**config.mk**
```make
export PLATFORM = sky130hd
export DESIGN_NAME = agga_cell
export DESIGN_NICKNAME = d
export VERILOG_FILES = /design/src/design/agga_pkg.sv /design/src/design/agga_cell.sv
export SDC_FILE = /design/constraint.sdc
export NUM_CORES = 1
export LEC_CHECK = 0
export ABC_AREA = 1
export BUFFER_PORTS_ARGS = -buffer_cell sky130_fd_sc_hd__buf_2
export CORE_MARGIN = 2
export CORE_UTILIZATION = 50
export CTS_CLUSTER_DIAMETER = 200
export DETAILED_ROUTE_END_ITERATION = 6
export PLACE_DENSITY = 0.74
export SYNTH_ARGS = -nofsm -noshare
export SYNTH_HDL_FRONTEND = slang
export SYNTH_SLANG_ARGS = --single-unit
```
**constraint.sdc**
```tcl
create_clock -name clk -period 30 [get_ports clk]
set_input_delay 1.5 -clock clk [delete_from_list [all_inputs] [get_ports clk]]
set_output_delay 1.5 -clock clk [all_outputs]
set_load 0.01 [all_outputs]
```
**src/design/agga_pkg.sv**
```systemverilog
// ----------------------------------------------------------------------------
// agga_pkg: shared types and constants of the affine-gap alignment core
// Command codes, configuration register indexes, field widths and the control
// word that travels down the cell chain together with each item.
// ----------------------------------------------------------------------------
package agga_pkg;

  localparam int MAX_QUERY_DEF  = 64;
  localparam int COST_WIDTH_DEF = 16;

  localparam int SYM_W      = 8;
  localparam int QIDX_W     = 6;
  localparam int QLEN_W     = 7;
  localparam int PARAM_W    = 8;
  localparam int CFG_IDX_W  = 3;
  localparam int CFG_DATA_W = 8;
  localparam int COL_W      = 16;
  localparam int SCORE_W    = 16;
  // Holds any row number of the largest supported chain (1024 rows).
  localparam int ROW_W      = 10;

  typedef enum logic [1:0] {
    CMD_LOAD   = 2'd0,
    CMD_START  = 2'd1,
    CMD_COLUMN = 2'd2
  } cmd_t;

  typedef enum logic [CFG_IDX_W-1:0] {
    CFG_QUERY_LENGTH  = 3'd0,
    CFG_MATCH_COST    = 3'd1,
    CFG_MISMATCH_COST = 3'd2,
    CFG_GAP_OPEN      = 3'd3,
    CFG_GAP_EXTEND    = 3'd4
  } cfg_reg_t;

  typedef struct packed {
    logic [QLEN_W-1:0]  query_length;
    logic [PARAM_W-1:0] match_cost;
    logic [PARAM_W-1:0] mismatch_cost;
    logic [PARAM_W-1:0] gap_open;
    logic [PARAM_W-1:0] gap_extend;
  } cfg_t;

  // Control word handed from cell to cell. The costs of the item travel
  // beside it at the chain's cost width.
  typedef struct packed {
    logic               valid;
    cmd_t               cmd;
    logic [SYM_W-1:0]   symbol;
    logic [QIDX_W-1:0]  query_index;
    logic [ROW_W-1:0]   tap;
    logic [PARAM_W:0]   open_ext;
    logic [PARAM_W-1:0] ext;
    logic [PARAM_W-1:0] match_cost;
    logic [PARAM_W-1:0] mismatch_cost;
    logic [COL_W-1:0]   col;
  } link_t;

endpackage

```
**src/design/agga_cell.sv**
```systemverilog
// ----------------------------------------------------------------------------
// agga_cell: one query row of the alignment chain
// Holds the row's query symbol, best cost H and horizontal-gap cost E, updates
// them as an item passes, and registers the item for the next row.
// ----------------------------------------------------------------------------
module agga_cell #(
  parameter int ROW        = 0,
  parameter int COST_WIDTH = agga_pkg::COST_WIDTH_DEF
) (
  input  logic                          clk,
  input  logic                          rst_n,
  input  logic                          adv,
  input  agga_pkg::link_t               up_ctl,
  input  logic signed [COST_WIDTH-1:0]  up_h,
  input  logic signed [COST_WIDTH-1:0]  up_f,
  input  logic signed [COST_WIDTH-1:0]  up_d,
  input  logic signed [COST_WIDTH-1:0]  up_s,
  output agga_pkg::link_t               dn_ctl,
  output logic signed [COST_WIDTH-1:0]  dn_h,
  output logic signed [COST_WIDTH-1:0]  dn_f,
  output logic signed [COST_WIDTH-1:0]  dn_d,
  output logic signed [COST_WIDTH-1:0]  dn_s
);

  // Four spare bits cover any cost plus open+extend without wrapping.
  localparam int SW = COST_WIDTH + 4;
  localparam logic signed [SW-1:0] C_HI = {{5{1'b0}}, {(COST_WIDTH - 1){1'b1}}};
  localparam logic signed [SW-1:0] C_LO = {{5{1'b1}}, {(COST_WIDTH - 1){1'b0}}};

  localparam int CHI   = (COST_WIDTH >= 32) ? 32'h7fff_ffff : ((1 << (COST_WIDTH - 1)) - 1);
  localparam int H_RST = (ROW + 1 > CHI) ? CHI : ROW + 1;
  localparam int E_RST = (ROW + 2 > CHI) ? CHI : ROW + 2;
  localparam logic signed [COST_WIDTH-1:0] H_RST_V = COST_WIDTH'(H_RST);
  localparam logic signed [COST_WIDTH-1:0] E_RST_V = COST_WIDTH'(E_RST);

  localparam bit HAS_ADDR = (ROW < (1 << agga_pkg::QIDX_W));
  localparam logic [agga_pkg::QIDX_W-1:0] QADDR    = agga_pkg::QIDX_W'(ROW);
  localparam logic [agga_pkg::ROW_W-1:0]  ROW_ADDR = agga_pkg::ROW_W'(ROW);

  function automatic logic signed [COST_WIDTH-1:0] sat_c(input logic signed [SW-1:0] x);
    if (x > C_HI) begin
      return C_HI[COST_WIDTH-1:0];
    end else if (x < C_LO) begin
      return C_LO[COST_WIDTH-1:0];
    end else begin
      return x[COST_WIDTH-1:0];
    end
  endfunction

  function automatic logic signed [SW-1:0] ext_c(input logic signed [COST_WIDTH-1:0] c);
    return SW'(c);
  endfunction

  function automatic logic signed [COST_WIDTH-1:0] min_c(
    input logic signed [COST_WIDTH-1:0] a,
    input logic signed [COST_WIDTH-1:0] b
  );
    return (a < b) ? a : b;
  endfunction

  logic [agga_pkg::SYM_W-1:0]   qsym_r;
  logic signed [COST_WIDTH-1:0] h_r;
  logic signed [COST_WIDTH-1:0] e_r;
  agga_pkg::link_t              dn_ctl_r;
  logic signed [COST_WIDTH-1:0] dn_h_r;
  logic signed [COST_WIDTH-1:0] dn_f_r;
  logic signed [COST_WIDTH-1:0] dn_d_r;
  logic signed [COST_WIDTH-1:0] dn_s_r;

  logic signed [SW-1:0]         open_ext_s;
  logic signed [SW-1:0]         ext_s;
  logic signed [SW-1:0]         step_s;
  logic signed [COST_WIDTH-1:0] f_val;
  logic signed [COST_WIDTH-1:0] h_val;
  logic signed [COST_WIDTH-1:0] e_val;
  logic signed [COST_WIDTH-1:0] h_init;
  logic signed [COST_WIDTH-1:0] e_init;
  logic                         load_hit;

  always_comb begin
    open_ext_s = $signed(SW'(up_ctl.open_ext));
    ext_s      = $signed(SW'(up_ctl.ext));
    step_s     = (qsym_r == up_ctl.symbol) ? SW'($signed(up_ctl.match_cost))
                                           : SW'($signed(up_ctl.mismatch_cost));
    // Vertical gap, then the best cost of this row, then the gap carried right.
    f_val  = min_c(sat_c(ext_c(up_h) + open_ext_s), sat_c(ext_c(up_f) + ext_s));
    h_val  = min_c(min_c(sat_c(ext_c(up_d) + step_s), e_r), f_val);
    e_val  = min_c(sat_c(ext_c(h_val) + open_ext_s), sat_c(ext_c(e_r) + ext_s));
    // Boundary column: the row above passes its own H(i-1,0) down.
    h_init = sat_c(ext_c(up_h) + ext_s);
    e_init = sat_c(ext_c(h_init) + open_ext_s);
    load_hit = HAS_ADDR && (up_ctl.query_index == QADDR);
  end

  always_ff @(posedge clk) begin
    if (!rst_n) begin
      h_r            <= H_RST_V;
      e_r            <= E_RST_V;
      dn_ctl_r.valid <= 1'b0;
    end else if (adv) begin
      dn_ctl_r <= up_ctl;
      dn_h_r   <= up_h;
      dn_f_r   <= up_f;
      dn_d_r   <= up_d;
      dn_s_r   <= up_s;
      if (up_ctl.valid) begin
        unique case (up_ctl.cmd)
          agga_pkg::CMD_LOAD: begin
            if (load_hit) begin
              qsym_r <= up_ctl.symbol;
            end
          end
          agga_pkg::CMD_START: begin
            h_r    <= h_init;
            e_r    <= e_init;
            dn_h_r <= h_init;
          end
          agga_pkg::CMD_COLUMN: begin
            h_r    <= h_val;
            e_r    <= e_val;
            dn_h_r <= h_val;
            dn_f_r <= f_val;
            dn_d_r <= h_r;
            if (up_ctl.tap == ROW_ADDR) begin
              dn_s_r <= h_val;
            end
          end
          default: begin
          end
        endcase
      end
    end
  end

  assign dn_ctl = dn_ctl_r;
  assign dn_h   = dn_h_r;
  assign dn_f   = dn_f_r;
  assign dn_d   = dn_d_r;
  assign dn_s   = dn_s_r;

endmodule

```
==> results.ini, run 1 <==
[status]
status = finished clean

[worst_hold_path]
hold_class = reg -> reg
hold_path.startpoint = dn_ctl[75]$_SDFFE_PN0P_

[synthesis]
synth_area_um2 = 13800
synth_async_sr_flop_share_pct = 0
synth_cells = 1744
postSynthAreaPerCell_um2 = 7.93
synth_seq_cells = 180
yosysWarnings = 0
synth_edf_count = 147
ys_types = 51
synth_nets = 2024
synth_flop_cell = edfxtp_1
yosysSeqAreaShare_pct = 36.7

[clocking]
htreeDepth = 4
clk_pin_slew_ps = 80
cts_sinks = 180
postCtsSetupRepairBufs = 0
cts_resized = 0
clock_path_buffers = 2
clk_latency_ps = 450
cts_tree = built
cts_hold_buffers = 0
cts_buffers = 17
cts_root_buf = clkbuf_16

[power_and_ir_drop]
peakVddDrop_uv = 53.9
leakagePower_uw = 0.00797
p_per_area_nw_per_um2 = 74.2

[timing]
period_needed_ps = 12900
slew_viol_final = 0
finalSetupViolCount = 0
post-route-period-util_pct = 43.0
setup_slack_ps = 17100
hold_viol_final = 0
worst_pin_slew_ps = 1240
skew_ps = 13.9
slew_headroom_pct = 17.1
rsz0062_at_grt = false
tns_ps = 0
timing.fmax_mhz = 77.5

[setup_path]
end_kind = flop
crit_buf_inv = 4
path_delay_family = compound AO/OA/AOI/OAI gates
slowest_stage = o21ai_0
startpoint_type = input port
cp.required_ps = 30370
cp.arrival_ps = 13260
path_class = in -> reg
timing.rr.start = qsym_r[7]$_DFFE_PP_
critPathMaxStageDelay_ps = 490
crit_fanout = 24
cp_common_cell = nand2_1
crit_start = up_ctl[72]

[route]
drcViolationCount = 0
wl_per_cell_um = 18.8
drt-initial-drc-count = 972
vias = 13200
firstDrtPassIters = 5
vias_per_cell = 5.59
drt_wl_total_mm = 44.4
postRouteAntennaNets = 0

[cells_and_area]
regArea_um2 = 5070
nNetsFinal = 2289
area_growth_pct = 16.5
drive_gt1_share_pct = 20.2
multi_input_area_um2 = 7630
fillers = 2470
final_cells = 2366
postLayoutCellArea_um2 = 16100

[floorplanning]
start_util_pct = 51.2
pin_count = 283
die_area_um2 = 29000
rows = 60
die_h_um = 170
die_w_um = 170
fp.coreArea_um2 = 27000

[global_route]
grt_pass1_wl_mm = 67.3
antenna_found_initial = 5
track_usage_pct = 30.2
grt-ovfl-total = 0
grt_max_degree = 76
grt_pass1_vias = 12500

[place]
dpl-instance-area_um2 = 15500
place_ws_ps = 16940
place.detailed.hpwl_mm = 35.2
dp_cells = 2331
place.gp.congestion = 0.998
io_buffers = 282

[run]
max_cap_violations = 0

==> cell usage after synthesis (all sizes together) (16+ instances only) <==
master	instances	area (um2)
inv	247	927
nand2	469	1870
o21ai	143	716
edfxtp	147	4410
dfxtp	33	661
xor2	61	534
mux2i	16	160
nand3	92	551
ha	130	1630
clkbuf	32	120
nor2	88	353
xnor2	27	236
a21oi	150	788
==> power breakdown <==
group	internal, uW	total, uW	switching [uW]
Sequential	288	295	7.10
Clock	110	229	118
Combinational	217	671	454
Total	615	1190	579
==> final cells by class <==
cell class / count / share of cell area, %
diodes: 3 / 0.0466
multi-input cells: 1274 / 47.4
clock inverters: 15 / 0.886
repair buffers: 288 / 9.05
well taps: 341 / 2.65
flip-flops and latches: 180 / 31.5
clock buffers: 17 / 2.64
inverters: 248 / 5.81
==> cells by family (layout without fill, tap and decap cells) <==
logic type / Yosys count / after routing / share of synthesized area (%)
and+or+nand+nor: 684 / 684 / 21.6
AOI/OAI and AO/OA: 341 / 341 / 13.4
buffers and inverters: 290 / 568 / 8.09
DFF: 180 / 180 / 36.7
adders and majority gates: 137 / 137 / 12.8
xor gates and xnor gates: 88 / 88 / 5.58
muxes: 24 / 24 / 1.81
other: 0 / 3 / 0
==> state kept, by name, summed over array words and instances, names as in the netlist <==
name,cells
h_r,16
dn_h,16
dn_f,16
dn_s,16
qsym_r,8
dn_d,16
dn_ctl,76
e_r,16
==> placed cells by master, fill, tap and decap left out, types with 8 or more instances in the layout <==
| cell type | netlist | routed |
|---|---|---|
| buf_2 | 3 | 282 |
| inv_1 | 240 | 239 |
| xnor2_1 | 27 | 27 |
| xor2_1 | 61 | 61 |
| ha_1 | 130 | 130 |
| nand3_2 | 13 | 13 |
| edfxtp_1 | 147 | 147 |
| a21oi_1 | 140 | 140 |
| mux2i_1 | 16 | 16 |
| o21ai_0 | 141 | 140 |
| nand2_1 | 431 | 431 |
| nand2_2 | 35 | 35 |
| a31oi_1 | 13 | 13 |
| mux2_2 | 8 | 8 |
| nand3_1 | 77 | 77 |
| nand4_1 | 8 | 8 |
| o21bai_1 | 12 | 12 |
| clkbuf_16 | 0 | 17 |
| nor3_1 | 12 | 12 |
| dfxtp_1 | 33 | 33 |
| nor2_1 | 83 | 83 |
| a21oi_2 | 10 | 10 |
==> tightest hold or removal path: stages, from the launching register on <==
cell and delay [ps]:
dfxtp_1 320, nand2_1 60, a21oi_1 50
==> per-stage QoR <==
step	total power [uW]	utilization [%]	hold WS, ps
2_1_floorplan	779	-	436
3_3_place_gp	936	57.4	459
3_5_place_dp	946	57.4	463
4_1_cts	1180	59.5	475
5_1_grt	1280	59.6	511
6_report	1190	59.6	475
==> path summary, 6_finish.rpt <==
| check | slack [ps] | cells past startpoint | end |
|---|---|---|---|
| min | 480 | 2 | dn_ctl[75]$_SDFFE_PN0P_ |
| min reg2reg | 480 | 2 | dn_ctl[75]$_SDFFE_PN0P_ |
| max reg2reg | 17900 | 58 | e_r[3]$_SDFFE_PN0P_ |
| max | 17100 | 59 | e_r[3]$_SDFFE_PN0P_ |
==> per-layer routing <==
metal	vias to the layer above	track usage (%)	share of wire, %
li1	6361	-	-
met1	6148	39.8	42
met2	619	49.0	45
met3	98	5.33	8.7
met4	2	12.9	3.8
met5	-	0	0.016
No activity file was read; power rests on OpenSTA's default activity.
==> run 2: changes to the inputs <==
Settings changed: PLACE_DENSITY 0.74 to 0.77.
Clock period 30 ns to 10.5 ns, I/O delays scaled along.
==> results.ini, run 2 (synthesis results as in run 1) <==
[clocking]
clk_latency_ps = 450  ; about the same
cts_sinks = 180  ; unchanged
cts_hold_buffers = 0  ; unchanged
cts_buffers = 17  ; unchanged
cts_root_buf = clkbuf_16
htreeDepth = 4  ; unchanged
clock_path_buffers = 2  ; unchanged
clk_pin_slew_ps = 80  ; about the same
cts_tree = built

[setup_path]
slowest_stage = mux2_4
crit_start = qsym_r[3]$_DFFE_PP_
end_kind = flop
path_delay_family = simple AND/OR/NAND/NOR gates
cp_common_cell = nand2_1
cp.required_ps = 10880  ; -19490 ps
path_class = reg -> reg
crit_buf_inv = 12  ; +8
critPathMaxStageDelay_ps = 410  ; -80 ps
cp.arrival_ps = 10480  ; -2780 ps
startpoint_type = flop
crit_fanout = 12  ; -50%
timing.rr.start = qsym_r[3]$_DFFE_PP_

[run]
max_cap_violations = 0  ; unchanged

[worst_hold_path]
hold_class = in -> reg
hold_path.startpoint = up_ctl[14]

[place]
place.detailed.hpwl_mm = 35.5  ; +0.89%
place_ws_ps = -230  ; -17170 ps
place.gp.congestion = 1.01  ; +0.70%
dp_cells = 2419  ; +3.8%
io_buffers = 282  ; unchanged

[floorplanning]
die_w_um = 170  ; unchanged
fp.coreArea_um2 = 27000  ; unchanged
die_h_um = 170  ; unchanged
pin_count = 283  ; unchanged
rows = 60  ; unchanged
start_util_pct = 51.2  ; unchanged
die_area_um2 = 29000  ; unchanged

[route]
vias_per_cell = 5.56  ; -0.59%
vias = 13700  ; +3.7%
drcViolationCount = 0  ; unchanged
firstDrtPassIters = 6  ; +1
wl_per_cell_um = 18.4  ; -1.7%
drt_wl_total_mm = 45.5  ; +2.5%
postRouteAntennaNets = 0  ; unchanged
drt-initial-drc-count = 1075  ; +11%

[timing]
skew_ps = 16.7  ; +2.78 ps
timing.fmax_mhz = 99.0
post-route-period-util_pct = 96.2
finalSetupViolCount = 0  ; unchanged
worst_pin_slew_ps = 1150  ; -89.9 ps
setup_slack_ps = 397  ; -16710 ps
hold_viol_final = 0  ; unchanged
slew_viol_final = 0  ; unchanged
slew_headroom_pct = 23.1  ; +6.0 points
period_needed_ps = 10100
tns_ps = 0  ; unchanged

[power_and_ir_drop]
p_per_area_nw_per_um2 = 240  ; +220%
power.total_uw = 4180  ; +250%
leakagePower_uw = 0.00857  ; +7.5%
peakVddDrop_uv = 135  ; +150%

[global_route]
antenna_found_initial = 1  ; -4
grt_max_degree = 78  ; +2.6%
gr-usage-met2_pct = 49.8  ; +0.81 points
grt_pass1_wl_mm = 67.4  ; about the same
grt.busiest_layer = met2
grt-ovfl-total = 0  ; unchanged
use_met1_pct = 39.0  ; -0.73 points
grt_pass1_vias = 13000  ; +3.4%
use_met3_pct = 5.40  ; +0.070 points
track_usage_pct = 30.1  ; -0.13 points

[cells_and_area]
nNetsFinal = 2395  ; +4.6%
drive_gt1_share_pct = 28.0  ; +7.8 points
largest_reg_flops = 76  ; unchanged
fin_util_pct = 64.5  ; +4.9 points
fillers = 2301  ; -6.8%
area_growth_pct = 26.1
final_common_cell = nand2_1
final_cells = 2469  ; +4.4%
mostFrequentLayoutCells = 403 x nand2_1, 282 x buf_2, 239 x inv_1
insertedDiodeCount = 0  ; -3

[status]
status = finished clean

-- run 2: final cells by class --
cell class / count / area, um2 / area share [%]
repair buffers: 393 / 2310 / 13.2
multi-input cells: 1275 / 8100 / 46.4
clock buffers: 17 / 425 / 2.44
clock inverters: 15 / 160 / 0.919
well taps: 341 / 427 / 2.45
flip-flops and latches: 180 / 5070 / 29.1
inverters: 248 / 943 / 5.41
-- run 2: power by group --
group,internal [uW],leakage [uW],switching (uW)
combinational,1110,0.00663,1550
sequential,823,0.00165,19.0
clock,340,0.000284,339
total,2270,0.00857,1900
-- run 2: routing by layer --
metal	part of all wire (%)	vias up
li1	-	6584
met4	3.5	2
met1	41	6376
met2	46	654
met3	9.1	106
met5	0.029	-
-- run 2: timing repair --
item	4_1_cts	5_1_grt
resized for setup	1	125
pin swaps	0	32
setup endpoints to repair	10	16
buffers inserted	0	16
cloned	0	2
-- run 2: worst paths after layout --
path / slack (ps) / depth (start not counted) / end
worst min-delay path: 250 / 1 / dn_ctl[14]$_DFFE_PP_
worst max register to register: 400 / 69 / e_r[4]$_SDFFE_PN0P_
worst min register to register: 460 / 2 / dn_ctl[75]$_SDFFE_PN0P_
worst max-delay path: 400 / 69 / e_r[4]$_SDFFE_PN0P_
-- run 2: through the flow --
stage	area, um2	hold WS (ps)
after detailed placement	16200	455
final	17400	253
after CTS	16800	241
after floorplan	13800	436
after global placement	16200	450
after global routing	17400	246
==> run 3: changes to the inputs <==
--- a/config.mk
+++ b/config.mk
@@ -13,3 +13,4 @@
 export DETAILED_ROUTE_END_ITERATION = 6
-export PLACE_DENSITY = 0.77
+export PLACE_DENSITY = 0.74
+export SKIP_CTS_REPAIR_TIMING = 1
 export SYNTH_ARGS = -nofsm -noshare
==> constraint.sdc (replaced) <==
create_clock -name clk -period 11.83 [get_ports clk]
set_input_delay 0.5915 -clock clk [delete_from_list [all_inputs] [get_ports clk]]
set_output_delay 0.5915 -clock clk [all_outputs]
set_load 0.02 [all_outputs]
==> results.ini, run 3 (synthesis results as in run 1) <==
[route]
drt-initial-drc-count = 1108  ; +3.1%
wl_per_cell_um = 18.2  ; -1.4%
vias = 13100  ; -4.2%
drt_wl_total_mm = 43.2  ; -5.1%
firstDrtPassIters = 5  ; -1
postRouteAntennaNets = 0  ; unchanged
vias_per_cell = 5.53  ; -0.50%
drcViolationCount = 0  ; unchanged

[global_route]
grt_max_degree = 74  ; -5.1%
grt-ovfl-total = 0  ; unchanged
grt_pass1_wl_mm = 65.6  ; -2.7%
grt_pass1_vias = 12500  ; -3.4%
track_usage_pct = 29.4  ; -0.72 points
antenna_found_initial = 1  ; unchanged

[power_and_ir_drop]
p_per_area_nw_per_um2 = 190  ; -21%
power.total_uw = 3090  ; -26%
pwr-share-clk_pct = 19.0  ; +2.7 points
p_int_uw = 1600  ; -29%
peakVddDrop_uv = 162  ; +20%
p_sw_share_pct = 48.2  ; +2.6 points
p_switching_uw = 1490  ; -22%
share_seq_of_total_power_pct = 24.2  ; +4.0 points
p_comb_share_pct = 56.8  ; -6.8 points
leakagePower_uw = 0.00805  ; -6.0%

[clocking]
cts_tree = built
cts_sinks = 180  ; unchanged
clk_latency_ps = 450  ; about the same
cts_buffers = 17  ; unchanged
htreeDepth = 4  ; unchanged
clock_path_buffers = 2  ; unchanged
cts_root_buf = clkbuf_16
clk_pin_slew_ps = 80  ; about the same

[floorplanning]
die_w_um = 170  ; unchanged
die_h_um = 170  ; unchanged
rows = 60  ; unchanged
die_area_um2 = 29000  ; unchanged
pin_count = 283  ; unchanged
fp.coreArea_um2 = 27000  ; unchanged
start_util_pct = 51.2  ; unchanged

[place]
place.detailed.hpwl_mm = 34.7  ; -2.1%
io_buffers = 282  ; unchanged
dpl-instance-area_um2 = 15600  ; -3.7%
place.gp.congestion = 0.989  ; -1.6%

[timing]
period_needed_ps = 10860  ; +756 ps
finalSetupViolCount = 0  ; unchanged
slew_headroom_pct = 13.0  ; -10 points
rsz0062_at_grt = false
hold_viol_final = 0  ; unchanged
worst_pin_slew_ps = 1290  ; +139 ps
tns_ps = 0  ; unchanged
skew_ps = 15.6  ; -1.10 ps
slew_viol_final = 0  ; unchanged
timing.fmax_mhz = 92.1  ; -7.0%
post-route-period-util_pct = 91.8  ; -4.4 points

[setup_path]
slowest_stage = edfxtp_1
cp.arrival_ps = 11230  ; +750 ps
crit_fanout = 24  ; +12
path_delay_family = simple AND/OR/NAND/NOR gates
end_kind = flop
startpoint_type = flop
critPathMaxStageDelay_ps = 390  ; -20 ps
crit_buf_inv = 3  ; -9
cp_common_cell = nand2_1
path_class = reg -> reg
cp.required_ps = 12200  ; +1320 ps

[worst_hold_path]
hold_class = in -> reg

[cells_and_area]
postLayoutCellArea_um2 = 16200  ; -6.8%
insertedDiodeCount = 0  ; unchanged
largest_reg_flops = 76  ; unchanged
fillers = 2434  ; +5.8%
final_common_cell = nand2_1
area_growth_pct = 17.5
mostFrequentLayoutCells = 429 x nand2_1, 282 x buf_2, 239 x inv_1
drive_gt1_share_pct = 21.0  ; -7.0 points
nNetsFinal = 2303  ; -3.8%

[run]
max_cap_violations = 0  ; unchanged

[status]
status = finished clean

## run 3: changes by cell type in the layout (fill, tap and decap cells not counted), sizes merged
cell and change:
buf -90, bufinv -1, clkbuf -1, clkinv +3, inv -2, mux2 -1
## run 3: per-layer routing
layer / GRT usage (%) / share of wire, % / wire length (um) / up-vias
met1: 37.5 / 41 / 17900 / 6094
met2: 49.2 / 46 / 20000 / 569
met5: 0 / 0 / 0 / -
li1: - / - / - / 6387
met4: 11.9 / 3.4 / 1470 / 0
met3: 5.30 / 8.9 / 3860 / 94
## run 3: final timing paths
kind | from | endpoint | slack (ps) | cells past startpoint
max reg2reg | qsym_r[5]$_DFFE_PP_ | e_r[7]$_SDFFE_PN0P_ | 970 | 64
max | qsym_r[5]$_DFFE_PP_ | e_r[7]$_SDFFE_PN0P_ | 970 | 64
min | up_ctl[12] | dn_ctl[12]$_DFFE_PP_ | 320 | 1
min reg2reg | dn_ctl[75]$_SDFFE_PN0P_ | dn_ctl[75]$_SDFFE_PN0P_ | 480 | 2
## run 3: per-stage QoR
| step | worst slack, ps | std cells | utilization (%) | hold WS (ps) |
|---|---|---|---|---|
| after detailed placement | 125 | 2345 | 57.8 | 467 |
| after floorplan | 1710 | 1744 | - | 436 |
| after global routing | 84.1 | 2377 | 60.1 | 303 |
| final | 971 | 2377 | 60.1 | 319 |
| after global placement | 329 | 2345 | 57.8 | 458 |
| after CTS | 421 | 2377 | 60.0 | 308 |
## run 3: layout make-up
type                       instances  area [um2]  share of cell area, %
clock buffer                      17         425                   2.62
clock inverter                    15         161                  0.994
inverter                         248         938                   5.78
multi-input combinational       1274        7660                   47.1
sequential                       180        5070                   31.2
tap                              341         427                   2.63
timing repair buffer             302        1560                   9.61
## run 3: power by group through the flow
stage | clock network, uW | logic [uW] | registers (uW)
4_1_cts | 595 | 1710 | 748
2_1_floorplan | 0 | 1200 | 801
3_3_place_gp | 0 | 1670 | 761
5_1_grt | 619 | 1950 | 751
6_report | 587 | 1760 | 747
3_5_place_dp | 0 | 1700 | 762
