<file path="config.mk">
export PLATFORM = sky130hd
export DESIGN_NAME = agga_entry
export DESIGN_NICKNAME = d
export VERILOG_FILES = /design/src/design/agga_pkg.sv /design/src/design/agga_entry.sv
export SDC_FILE = /design/constraint.sdc
export NUM_CORES = 1
export LEC_CHECK = 0
export BUFFER_PORTS_ARGS = -buffer_cell sky130_fd_sc_hd__buf_4
export CORE_MARGIN = 2
export CORE_UTILIZATION = 50
export DETAILED_ROUTE_END_ITERATION = 7
export PLACE_DENSITY = 0.71
export SYNTH_ARGS = -nofsm -noshare
export SYNTH_HDL_FRONTEND = slang
export SYNTH_SLANG_ARGS = --single-unit
</file>
<file path="constraint.sdc">
create_clock -name clk -period 12.48 [get_ports clk]
set_input_delay 2.496 -clock clk [delete_from_list [all_inputs] [get_ports clk]]
set_output_delay 2.496 -clock clk [all_outputs]
set_load 0.03 [all_outputs]
</file>
<file path="src/design/agga_pkg.sv">
// ----------------------------------------------------------------------------
// agga_pkg: shared types and constants of the affine-gap alignment core
// Command codes, configuration register indexes, field widths and the control
// word that travels down the cell chain together with each item.
// ----------------------------------------------------------------------------
package agga_pkg;

  localparam int MAX_QUERY_DEF  = 64;
  localparam int COST_WIDTH_DEF = 16;

  localparam int SYM_W      = 8;
  localparam int QIDX_W     = 6;
  localparam int QLEN_W     = 7;
  localparam int PARAM_W    = 8;
  localparam int CFG_IDX_W  = 3;
  localparam int CFG_DATA_W = 8;
  localparam int COL_W      = 16;
  localparam int SCORE_W    = 16;
  // Holds any row number of the largest supported chain (1024 rows).
  localparam int ROW_W      = 10;

  typedef enum logic [1:0] {
    CMD_LOAD   = 2'd0,
    CMD_START  = 2'd1,
    CMD_COLUMN = 2'd2
  } cmd_t;

  typedef enum logic [CFG_IDX_W-1:0] {
    CFG_QUERY_LENGTH  = 3'd0,
    CFG_MATCH_COST    = 3'd1,
    CFG_MISMATCH_COST = 3'd2,
    CFG_GAP_OPEN      = 3'd3,
    CFG_GAP_EXTEND    = 3'd4
  } cfg_reg_t;

  typedef struct packed {
    logic [QLEN_W-1:0]  query_length;
    logic [PARAM_W-1:0] match_cost;
    logic [PARAM_W-1:0] mismatch_cost;
    logic [PARAM_W-1:0] gap_open;
    logic [PARAM_W-1:0] gap_extend;
  } cfg_t;

  // Control word handed from cell to cell. The costs of the item travel
  // beside it at the chain's cost width.
  typedef struct packed {
    logic               valid;
    cmd_t               cmd;
    logic [SYM_W-1:0]   symbol;
    logic [QIDX_W-1:0]  query_index;
    logic [ROW_W-1:0]   tap;
    logic [PARAM_W:0]   open_ext;
    logic [PARAM_W-1:0] ext;
    logic [PARAM_W-1:0] match_cost;
    logic [PARAM_W-1:0] mismatch_cost;
    logic [COL_W-1:0]   col;
  } link_t;

endpackage

</file>
<file path="src/design/agga_entry.sv">
// ----------------------------------------------------------------------------
// agga_entry: head of the alignment chain
// Keeps the column count, works out the top-row boundary costs of each column
// and registers the item with the configuration it is to be computed with.
// ----------------------------------------------------------------------------
module agga_entry #(
  parameter int MAX_QUERY  = agga_pkg::MAX_QUERY_DEF,
  parameter int COST_WIDTH = agga_pkg::COST_WIDTH_DEF
) (
  input  logic                              clk,
  input  logic                              rst_n,
  input  logic                              adv,
  input  logic                              take,
  input  logic [1:0]                        in_cmd,
  input  logic [agga_pkg::SYM_W-1:0]        in_symbol,
  input  logic [agga_pkg::QIDX_W-1:0]       in_query_index,
  input  agga_pkg::cfg_t                    cfg,
  output agga_pkg::link_t                   lnk,
  output logic signed [COST_WIDTH-1:0]      lnk_h,
  output logic signed [COST_WIDTH-1:0]      lnk_f,
  output logic signed [COST_WIDTH-1:0]      lnk_d
);

  localparam logic [33:0] CHI_U = 34'((64'd1 << (COST_WIDTH - 1)) - 64'd1);

  // Boundary sums are never negative, so only the top needs clamping.
  function automatic logic [COST_WIDTH-1:0] sat_pos(input logic [25:0] x);
    if (34'(x) > CHI_U) begin
      return CHI_U[COST_WIDTH-1:0];
    end else begin
      return COST_WIDTH'(x);
    end
  endfunction

  logic [agga_pkg::COL_W-1:0]   column_count_r;
  logic [agga_pkg::COL_W-1:0]   column_count_nxt;
  agga_pkg::link_t              lnk_r;
  agga_pkg::link_t              lnk_nxt;
  logic signed [COST_WIDTH-1:0] lnk_h_r;
  logic signed [COST_WIDTH-1:0] lnk_f_r;
  logic signed [COST_WIDTH-1:0] lnk_d_r;
  logic signed [COST_WIDTH-1:0] lnk_h_nxt;
  logic signed [COST_WIDTH-1:0] lnk_f_nxt;
  logic signed [COST_WIDTH-1:0] lnk_d_nxt;

  logic                         at_max;
  logic [agga_pkg::COL_W-1:0]   col_j;
  logic [23:0]                  prod;
  logic [24:0]                  jr;
  logic [25:0]                  sum_h;
  logic [25:0]                  sum_f;
  logic [25:0]                  sum_d;
  logic [agga_pkg::ROW_W-1:0]   tap;

  always_comb begin
    at_max = (column_count_r == '1);
    col_j  = at_max ? column_count_r : column_count_r + 16'd1;
    prod   = 24'(column_count_r) * 24'(cfg.gap_extend);
    // j*r follows from (j-1)*r, so one product serves both boundaries.
    jr     = at_max ? 25'(prod) : 25'(prod) + 25'(cfg.gap_extend);
    sum_h  = 26'(cfg.gap_open) + 26'(jr);
    sum_f  = sum_h + 26'(cfg.gap_open);
    sum_d  = 26'(cfg.gap_open) + 26'(prod);

    if (cfg.query_length == '0) begin
      tap = '0;
    end else if (32'(cfg.query_length) > MAX_QUERY) begin
      tap = agga_pkg::ROW_W'(MAX_QUERY - 1);
    end else begin
      tap = agga_pkg::ROW_W'(cfg.query_length - 7'd1);
    end

    lnk_nxt.valid         = take;
    lnk_nxt.cmd           = agga_pkg::cmd_t'(in_cmd);
    lnk_nxt.symbol        = in_symbol;
    lnk_nxt.query_index   = in_query_index;
    lnk_nxt.tap           = tap;
    lnk_nxt.open_ext      = 9'(cfg.gap_open) + 9'(cfg.gap_extend);
    lnk_nxt.ext           = cfg.gap_extend;
    lnk_nxt.match_cost    = cfg.match_cost;
    lnk_nxt.mismatch_cost = cfg.mismatch_cost;
    lnk_nxt.col           = col_j;

    column_count_nxt = column_count_r;
    lnk_h_nxt        = sat_pos(26'(cfg.gap_open));
    lnk_f_nxt        = sat_pos(sum_f);
    lnk_d_nxt        = (column_count_r == '0) ? '0 : sat_pos(sum_d);
    if (take) begin
      unique case (lnk_nxt.cmd)
        agga_pkg::CMD_START:  column_count_nxt = '0;
        agga_pkg::CMD_COLUMN: begin
          column_count_nxt = col_j;
          lnk_h_nxt        = sat_pos(sum_h);
        end
        default: begin
        end
      endcase
    end
  end

  always_ff @(posedge clk) begin
    if (!rst_n) begin
      column_count_r <= '0;
      lnk_r.valid    <= 1'b0;
    end else if (adv) begin
      column_count_r <= column_count_nxt;
      lnk_r          <= lnk_nxt;
      lnk_h_r        <= lnk_h_nxt;
      lnk_f_r        <= lnk_f_nxt;
      lnk_d_r        <= lnk_d_nxt;
    end
  end

  assign lnk   = lnk_r;
  assign lnk_h = lnk_h_r;
  assign lnk_f = lnk_f_r;
  assign lnk_d = lnk_d_r;

endmodule

</file>
==> results of run 1 <==
-- metrics by stage --
stage | total power (W) | hold slack (ns)
detailed placement | 0.000794 | 0.465
global route | 0.00133 | 0.493
finish | 0.00128 | 0.476
CTS | 0.00129 | 0.482
floorplan | 0.000709 | 0.585
global placement | 0.000790 | 0.464
-- layout make-up --
| type | instances | area [um^2] | share of cell area |
|---|---|---|---|
| Tap cell | 335 | 419 | 0.0275 |
| Sequential cell | 138 | 3970 | 0.260 |
| Inverter | 120 | 450 | 0.0295 |
| Timing Repair Buffer | 187 | 1400 | 0.0920 |
| Clock inverter | 13 | 143 | 0.00935 |
| Clock buffer | 19 | 433 | 0.0284 |
| Multi-Input combinational cell | 1059 | 8430 | 0.553 |
-- path summary, 6_finish.rpt --
check	slack (ns)	end	startpoint
worst min register to register	0.48	lnk[75]	lnk[75]
worst max-delay path	1.81	lnk_f[11]	cfg[4]
worst max register to register	3.56	lnk_f[11]	column_count_r[3]
worst min-delay path	0.48	lnk[75]	lnk[75]
-- synth_stat cells (3+ instances only) --
| library cell | instances | area (um^2) |
|---|---|---|
| a211oi_1 | 11 | 82.6 |
| a21boi_0 | 4 | 30.0 |
| a21o_1 | 19 | 143 |
| a21oi_1 | 89 | 445 |
| a221oi_1 | 3 | 26.3 |
| a22oi_1 | 13 | 97.6 |
| a31oi_1 | 13 | 81.3 |
| and2_1 | 91 | 569 |
| and3_1 | 10 | 62.6 |
| and4_1 | 8 | 70.1 |
| buf_2 | 8 | 40.0 |
| buf_4 | 4 | 30.0 |
| buf_6 | 3 | 33.8 |
| clkbuf_1 | 39 | 146 |
| dfxtp_1 | 17 | 340 |
| edfxtp_1 | 121 | 3630 |
| fa_1 | 89 | 1780 |
| ha_1 | 88 | 1100 |
| inv_1 | 120 | 450 |
| mux2_2 | 3 | 33.8 |
| nand2_1 | 113 | 424 |
| nand2b_1 | 14 | 87.6 |
| nand3_1 | 30 | 150 |
| nand4_1 | 32 | 200 |
| nor2_1 | 97 | 364 |
| nor2b_1 | 4 | 25.0 |
| nor3_1 | 38 | 190 |
| nor3b_1 | 4 | 30.0 |
| nor4_1 | 7 | 43.8 |
| nor4_4 | 4 | 85.1 |
| nor4b_1 | 4 | 35.0 |
| o2111ai_1 | 4 | 35.0 |
| o211a_1 | 6 | 60.1 |
| o211ai_1 | 6 | 45.0 |
| o21a_1 | 13 | 97.6 |
| o21ai_0 | 44 | 220 |
| o21ai_1 | 3 | 15.0 |
| o21bai_1 | 5 | 37.5 |
| o22ai_1 | 5 | 31.3 |
| o31ai_1 | 3 | 22.5 |
| or2_2 | 7 | 43.8 |
| or3_1 | 4 | 25.0 |
| xnor2_1 | 72 | 631 |
| xnor2_2 | 4 | 65.1 |
| xor2_1 | 33 | 289 |
-- flip-flops by register name, summed over array words and instances (netlist names) --
| name | flops |
|---|---|
| lnk | 74 |
| column_count_r | 16 |
| lnk_d | 16 |
| lnk_f | 16 |
| lnk_h | 16 |
-- power by group --
| group | total [W] | internal [W] | switching [W] |
|---|---|---|---|
| Sequential | 0.000542 | 0.000534 | 0.00000785 |
| Clock | 0.000497 | 0.000296 | 0.000201 |
| Combinational | 0.000244 | 0.0000930 | 0.000151 |
-- worst max-delay path, delay by kind of cell --
kind	cells	cell delay (ns)
simple gates	10	3.38
buf+inv	3	0.28
fa+ha+maj	7	2.65
compound gates	7	1.33
xor+xnor	3	0.64
-- routing by layer --
metal  GRT usage  part of all wire  up-vias  wire length (um)
met3      0.0372             0.067       35              2210
met4      0.0635             0.016        0               539
li1            -                 -     5129                 -
met5           0                 0        -                 0
met1       0.329              0.43     5322             14400
met2       0.417              0.48      408             16100
-- logic make-up after synthesis --
family                     count (synthesis)  synth area share
DFF                                      138             0.303
adders and majority gates                178             0.221
muxes                                      5           0.00448
AOI/OAI and AO/OA                        274             0.140
buffers and inverters                    177            0.0544
other                                      1          0.000286
and+or+nand+nor                          489             0.200
xor gates and xnor gates                 110            0.0763
==> results.json, run 1 <==
{
  "viasPerCell": 5.82,
  "cp-start-kind": "input port",
  "grt_overflow": 0,
  "first_pass_iters": 6,
  "powerDensity_nw_per_um2": 84.1,
  "cp_slowest_cell": "nor2_1",
  "dpl_cell_area_um2": 14700,
  "holdBufCountCts": 0,
  "async_reset_ff_frac": 0,
  "synthFlopType": "edfxtp_1",
  "final_cell_mix": "buf_4 (187), edfxtp_1 (121), inv_1 (120)",
  "routed_wl_mm": 33.2,
  "synth-seq-cells": 138,
  "fin_cells": 1871,
  "finalCritPeriodShare": 0.855,
  "clock-sinks": 138,
  "syn_to_final_growth_pct": 16.4,
  "grtUsageTotal": 0.245,
  "syn_area_um2": 13100,
  "finalHoldViolations": 0,
  "post-route-cell-area_um2": 15300,
  "final_util": 0.589,
  "synth.distinct_cells": 93,
  "cp-end-kind": "flip-flop",
  "io_pins": 183,
  "initial_core_util": 0.506,
  "wl_per_cell_um": 17.7,
  "clock_latency_ns": 0.42,
  "clk_pin_slew_worst_paths_ns": 0.06,
  "drive_gt1_frac": 0.172,
  "grt_pass1_vias": 10800,
  "path_common_cell": "ha_1",
  "synth_edf_count": 121,
  "via_count": 10900,
  "p_leak_nw": 6.48,
  "hpwl_mm": 25.8,
  "ir_worst_vdd_mv": 0.115,
  "dieArea_um2": 27500,
  "die_h_um": 166,
  "tightestPinTransition_ns": 0.880,
  "grt_max_degree": 70,
  "slew_violations": 0,
  "numCtsBuffers": 17,
  "fin_ws_ns": 1.81,
  "grt_pass1_wl_mm": 55.3,
  "drtAntennaViolNets": 0,
  "drt_iter0_drc": 920,
  "drv_cap": 0,
  "io_buffers": 182,
  "crit_fanout": 19,
  "critPathRequiredTime_ns": 12.59,
  "htree_levels": 4,
  "core_area_um2": 25900,
  "cts_resized": 0,
  "slowest_delay_ns": 0.68,
  "ctsLongestPathBuffers": 2,
  "antennaDiodeCount": 0,
  "fp-row-count": 59,
  "nets": 1759,
  "drc": 0,
  "postSynthAreaPerCell_um2": 9.56,
  "final_common_cell": "buf_4",
  "max_freq_mhz": 93.7,
  "place_inst": 1839,
  "netlist_instances": 1372,
  "root_buffer": "clkbuf_16",
  "hold_path_depth": 2,
  "critPathKind": "in2reg",
  "rsz0062_at_grt": "no",
  "finalSetupViolCount": 0,
  "cts_tree": "done",
  "r2r_cells": 29,
  "globalplace.congestion": 0.951,
  "relSlewSlack": 0.411,
  "die_x_um": 166,
  "antenna_found_initial": 0,
  "outcome": "completed",
  "postCtsSetupBuffers": 0,
  "nFillCells": 2263,
  "period_minus_slack_ns": 10.67,
  "yosys_warnings": 0,
  "arrival_ns": 10.78,
  "hold_path_class": "reg2reg",
  "fin_skew_ns": 0.0141,
  "setup_tns_ns": 0,
  "yosysSeqAreaShare": 0.303,
  "dp_slack_ns": 1.49
}
Note: power is estimated with default switching activity, not from simulation.
==> inputs of run 2 (changes only) <==
--- a/config.mk
+++ b/config.mk
@@ -6,7 +6,6 @@
 export NUM_CORES = 1
 export LEC_CHECK = 0
 export BUFFER_PORTS_ARGS = -buffer_cell sky130_fd_sc_hd__buf_4
-export CORE_MARGIN = 2
 export CORE_UTILIZATION = 50
 export DETAILED_ROUTE_END_ITERATION = 7
 export PLACE_DENSITY = 0.71
==> run 2 against run 1 <==
Net effect: sequential cell count is the same; largest cell class unchanged; highest routed layer unchanged; clock-buffer cell count unchanged; cell count decreased by 0.27%; first-iteration DRC count increased by 9.9%; non-clock buffer count did not move; fmax grew 0.66%; critical endpoint is now lnk_f[6]; total power is 8.3% higher; register-to-register slack better by 0.04 ns; core utilization is 1.5 points higher; combinational power hardly changed; largest power group is now clock.
==> results.json, run 2 (synthesized netlist as in run 1, its figures left out) <==
{
  "globalplace.congestion": 0.913,
  "period_minus_slack_ns": 10.60,
  "io_pins": 183,
  "numCtsBuffers": 17,
  "final_cell_mix": "buf_4 (187), edfxtp_1 (121), inv_1 (120)",
  "critPathRequiredTime_ns": 12.61,
  "drive_gt1_frac": 0.172,
  "cp-start-kind": "input port",
  "critPathKind": "in2reg",
  "dieArea_um2": 26900,
  "io_buffers": 182,
  "routed_wl_mm": 33.5,
  "fin_ws_ns": 1.88,
  "dr_wl_met3_mm": 2.45,
  "grt_max_degree": 75,
  "grt_pass1_vias": 10800,
  "cts_tree": "done",
  "grt_pass1_wl_mm": 54.1,
  "finalHoldViolations": 0,
  "hold_path_class": "reg2reg",
  "max_freq_mhz": 94.3,
  "wl_met1_mm": 14.3,
  "wl_per_cell_um": 17.9,
  "largest_reg_flops": 74,
  "rrSetupSlack_ns": 3.60,
  "cp-end-kind": "flip-flop",
  "final_common_cell": "buf_4",
  "worstReg2RegEnd": "lnk_f[6]",
  "clk_pin_slew_worst_paths_ns": 0.06,
  "first_pass_iters": 6,
  "cts_resized": 0,
  "initial_core_util": 0.515,
  "cp_num_cells": 30,
  "outcome": "completed",
  "syn_to_final_growth_pct": 17.2,
  "die_h_um": 164,
  "fin_skew_ns": 0.00868,
  "fp-row-count": 58,
  "grtUsageTotal": 0.257,
  "relSlewSlack": 0.376,
  "htree_levels": 4,
  "p_leak_nw": 6.53,
  "r2r_cells": 29,
  "ctsLongestPathBuffers": 2,
  "hpwl_mm": 25.7,
  "p_total_w": 0.00139,
  "final_util": 0.603,
  "finalSetupViolCount": 0,
  "ir_worst_vdd_mv": 0.0840,
  "arrival_ns": 10.73,
  "postCtsSetupBuffers": 0,
  "drt_iter0_drc": 1011,
  "routed.top_layer": "met4",
  "root_buffer": "clkbuf_16",
  "crit_start": "cfg[4]",
  "worst-path-buf-inv": 3,
  "core_area_um2": 25500,
  "viasPerCell": 5.87,
  "setup_tns_ns": 0,
  "crit_fanout": 19,
  "wl_met2_mm": 15.9,
  "antenna_found_initial": 0,
  "nets": 1759,
  "finalCritPeriodShare": 0.849,
  "cp_slowest_cell": "nor2_1",
  "cp-endpoint": "lnk_f[6]",
  "die_x_um": 164,
  "holdBufCountCts": 0,
  "tightestPinTransition_ns": 0.937,
  "antennaDiodeCount": 0,
  "rr_startpoint": "column_count_r[3]",
  "nFillCells": 2209,
  "drv_cap": 0,
  "slowest_delay_ns": 0.69,
  "powerDensity_nw_per_um2": 90.4,
  "via_count": 11000,
  "drtAntennaViolNets": 0,
  "crit_family": "simple AND/OR/NAND/NOR gates",
  "dp_slack_ns": 1.52,
  "clock_latency_ns": 0.43,
  "clock-sinks": 138,
  "rsz0062_at_grt": "no",
  "slew_violations": 0,
  "grt_overflow": 0,
  "drc": 0,
  "path_common_cell": "ha_1"
}
==> run 2: cell count changes in the layout (fill, tap and decap cells not counted) <==
cell	before	now
clkinv_4	2	1
inv_6	4	5
bufinv_16	2	7
clkinv_2	3	0
clkinvlp_4	2	0
==> run 2: cell type report <==
cell class | instances | area (um^2) | share of cell area
Clock inverter | 13 | 263 | 0.0171
Multi-Input combinational cell | 1059 | 8430 | 0.549
Clock buffer | 19 | 433 | 0.0282
Tap cell | 330 | 413 | 0.0269
Inverter | 120 | 450 | 0.0293
Timing Repair Buffer | 187 | 1400 | 0.0913
Sequential cell | 138 | 3970 | 0.259
==> run 2: metal layers <==
metal	up-vias	GRT usage
met3	50	0.0336
li1	5129	-
met5	-	0
met1	5332	0.330
met2	444	0.440
met4	0	0.0943
==> run 2: worst register-to-register path: cells and delay by family (launching register included) <==
family | cells | cell delay, ns
DFF | 1 | 0.71
AOI/OAI and AO/OA | 8 | 1.51
adders and majority gates | 7 | 2.42
xor gates and xnor gates | 3 | 0.64
and+or+nand+nor | 9 | 3.22
buffers and inverters | 2 | 0.09
==> run 2: worst min path at each step <==
stage | end | cells past startpoint | from
after floorplan | column_count_r[10] | 3 | column_count_r[10]
after CTS | lnk[75] | 2 | lnk[75]
after global placement | lnk[75] | 2 | lnk[75]
after detailed placement | lnk[75] | 2 | lnk[75]
after global routing | lnk[75] | 2 | lnk[75]
final | lnk[75] | 2 | lnk[75]
==> run 2: stage by stage <==
step                      std cells  hold slack [ns]  cell area (um^2)
final                          1866            0.485             15400
after global routing           1866            0.523             15400
after CTS                      1866            0.486             15400
after detailed placement       1834            0.475             14700
after global placement         1834            0.468             14700
after floorplan                1374            0.585             13100
==> run 2: power by group <==
group          switching [W]  internal (W)
sequential        0.00000821      0.000534
clock               0.000206      0.000399
combinational       0.000150     0.0000929
total               0.000364       0.00103
==> inputs of run 3 (changes only) <==
--- a/config.mk
+++ b/config.mk
@@ -8,7 +8,7 @@
 export BUFFER_PORTS_ARGS = -buffer_cell sky130_fd_sc_hd__buf_4
 export CORE_UTILIZATION = 50
 export DETAILED_ROUTE_END_ITERATION = 7
-export PLACE_DENSITY = 0.71
+export PLACE_DENSITY = 0.74
 export SYNTH_ARGS = -nofsm -noshare
 export SYNTH_HDL_FRONTEND = slang
 export SYNTH_SLANG_ARGS = --single-unit
==> constraint.sdc (replaced) <==
create_clock -name clk -period 9.72 [get_ports clk]
set_input_delay 1.944 -clock clk [delete_from_list [all_inputs] [get_ports clk]]
set_output_delay 1.944 -clock clk [all_outputs]
set_load 0.03 [all_outputs]
==> run 3 against run 2 <==
Net effect: routed wire length is 1.7% higher; hold slack improved by 0.0031 ns; critical path depth is 1 higher; core utilization increased by 0.47 points; combinational power rose by 32%; clock skew increased by 0.0013 ns; register-to-register slack got worse by 2.1 ns; critical path type unchanged; critical endpoint unchanged; largest cell class unchanged.
==> results.json, run 3 (synthesized netlist as in run 1, its figures left out) <==
{
  "via_count": 11000,
  "finalCritPeriodShare": 0.954,
  "die_x_um": 164,
  "arrival_ns": 9.42,
  "clk_pin_slew_worst_paths_ns": 0.06,
  "syn_to_final_growth_pct": 18.1,
  "grtUsageTotal": 0.258,
  "drv_cap": 0,
  "wl_per_cell_um": 18.0,
  "hold_path_class": "reg2reg",
  "drc": 0,
  "critPathRequiredTime_ns": 9.87,
  "die_h_um": 164,
  "relSlewSlack": 0.301,
  "nFillCells": 2187,
  "cp-end-kind": "flip-flop",
  "fp-row-count": 58,
  "dieArea_um2": 26900,
  "clock_latency_ns": 0.43,
  "clock-sinks": 138,
  "nets": 1785,
  "io_pins": 183,
  "grt_max_degree": 81,
  "slowest_delay_ns": 0.57,
  "dp_slack_ns": -0.0836,
  "cts_tree": "done",
  "core_area_um2": 25500,
  "drive_gt1_frac": 0.189,
  "io_buffers": 182,
  "largest_reg_flops": 74,
  "grt_overflow": 0,
  "grt_pass1_wl_mm": 54.4,
  "critPathKind": "in2reg",
  "final_cell_mix": "buf_4 (211), edfxtp_1 (121), inv_1 (120)",
  "finalHoldViolations": 0,
  "max_freq_mhz": 108,
  "tightestPinTransition_ns": 1.04,
  "outcome": "completed",
  "fin_skew_ns": 0.0100,
  "hpwl_mm": 26.8,
  "slew_violations": 0,
  "initial_core_util": 0.515,
  "drt_iter0_drc": 983,
  "root_buffer": "clkbuf_16",
  "path_common_cell": "ha_1",
  "drtAntennaViolNets": 0,
  "crit_fanout": 14,
  "final_util": 0.608,
  "dpl_cell_area_um2": 14900,
  "routed_wl_mm": 34.0,
  "final_common_cell": "buf_4",
  "grt_pass1_vias": 10800,
  "antenna_found_initial": 0,
  "ir_worst_vdd_mv": 0.141,
  "cp_slowest_cell": "or4_4",
  "p_leak_nw": 6.61,
  "powerDensity_nw_per_um2": 106,
  "post-route-cell-area_um2": 15500,
  "holdBufCountCts": 0,
  "fin_ws_ns": 0.451,
  "htree_levels": 4,
  "period_minus_slack_ns": 9.27,
  "ctsLongestPathBuffers": 2,
  "finalSetupViolCount": 0,
  "cp-start-kind": "input port",
  "numCtsBuffers": 17,
  "antennaDiodeCount": 0,
  "viasPerCell": 5.80,
  "globalplace.congestion": 0.910,
  "first_pass_iters": 5
}
==> run 3: critical path: cells and delay by family <==
| kind | cells | cell delay, ns |
|---|---|---|
| compound gates | 7 | 1.31 |
| xor+xnor | 3 | 0.53 |
| fa+ha+maj | 7 | 2.63 |
| buf+inv | 5 | 0.54 |
| simple gates | 9 | 2.44 |
==> run 3: final timing paths <==
| check | start | endpoint | depth (start not counted) | slack, ns |
|---|---|---|---|---|
| min | lnk[75] | lnk[75] | 2 | 0.49 |
| max | cfg[4] | lnk_f[6] | 31 | 0.45 |
| max reg2reg | column_count_r[1] | lnk_f[6] | 31 | 1.52 |
| min reg2reg | lnk[75] | lnk[75] | 2 | 0.49 |
==> run 3: final cells by class <==
class / count / area, um^2 / share of cell area
inverter: 120 / 450 / 0.0291
sequential: 138 / 3970 / 0.257
tap: 330 / 413 / 0.0267
timing repair buffer: 213 / 1620 / 0.104
clock buffer: 19 / 443 / 0.0286
multi-input combinational: 1059 / 8460 / 0.546
clock inverter: 13 / 131 / 0.00848
==> run 3: power by group <==
| part | leakage, nW | total [W] | switching (W) | internal (W) |
|---|---|---|---|---|
| logic | 5.05 | 0.000320 | 0.000197 | 0.000123 |
| registers | 1.30 | 0.000697 | 0.0000106 | 0.000686 |
| clock network | 0.266 | 0.000628 | 0.000264 | 0.000364 |
==> run 3: layer usage <==
metal | part of all wire | GRT usage
met5 | 0 | 0
met4 | 0.014 | 0.0636
met3 | 0.074 | 0.0303
met2 | 0.49 | 0.454
met1 | 0.42 | 0.338
==> run 3: per-stage QoR <==
step,setup TNS [ns],std cells,hold WS [ns],power [W]
4_1_cts,0,1892,0.493,0.00165
3_3_place_gp,0,1860,0.470,0.00102
2_1_floorplan,0,1374,0.585,0.000910
5_1_grt,-0.0318,1892,0.531,0.00170
3_5_place_dp,-0.940,1860,0.483,0.00103
6_report,0,1892,0.488,0.00165
==> run 3: what timing repair did <==
item | 4_1_cts | 5_1_grt
setup endpoints to repair | 0 | 15
gates resized for setup | 0 | 6
setup buffers | 0 | 0
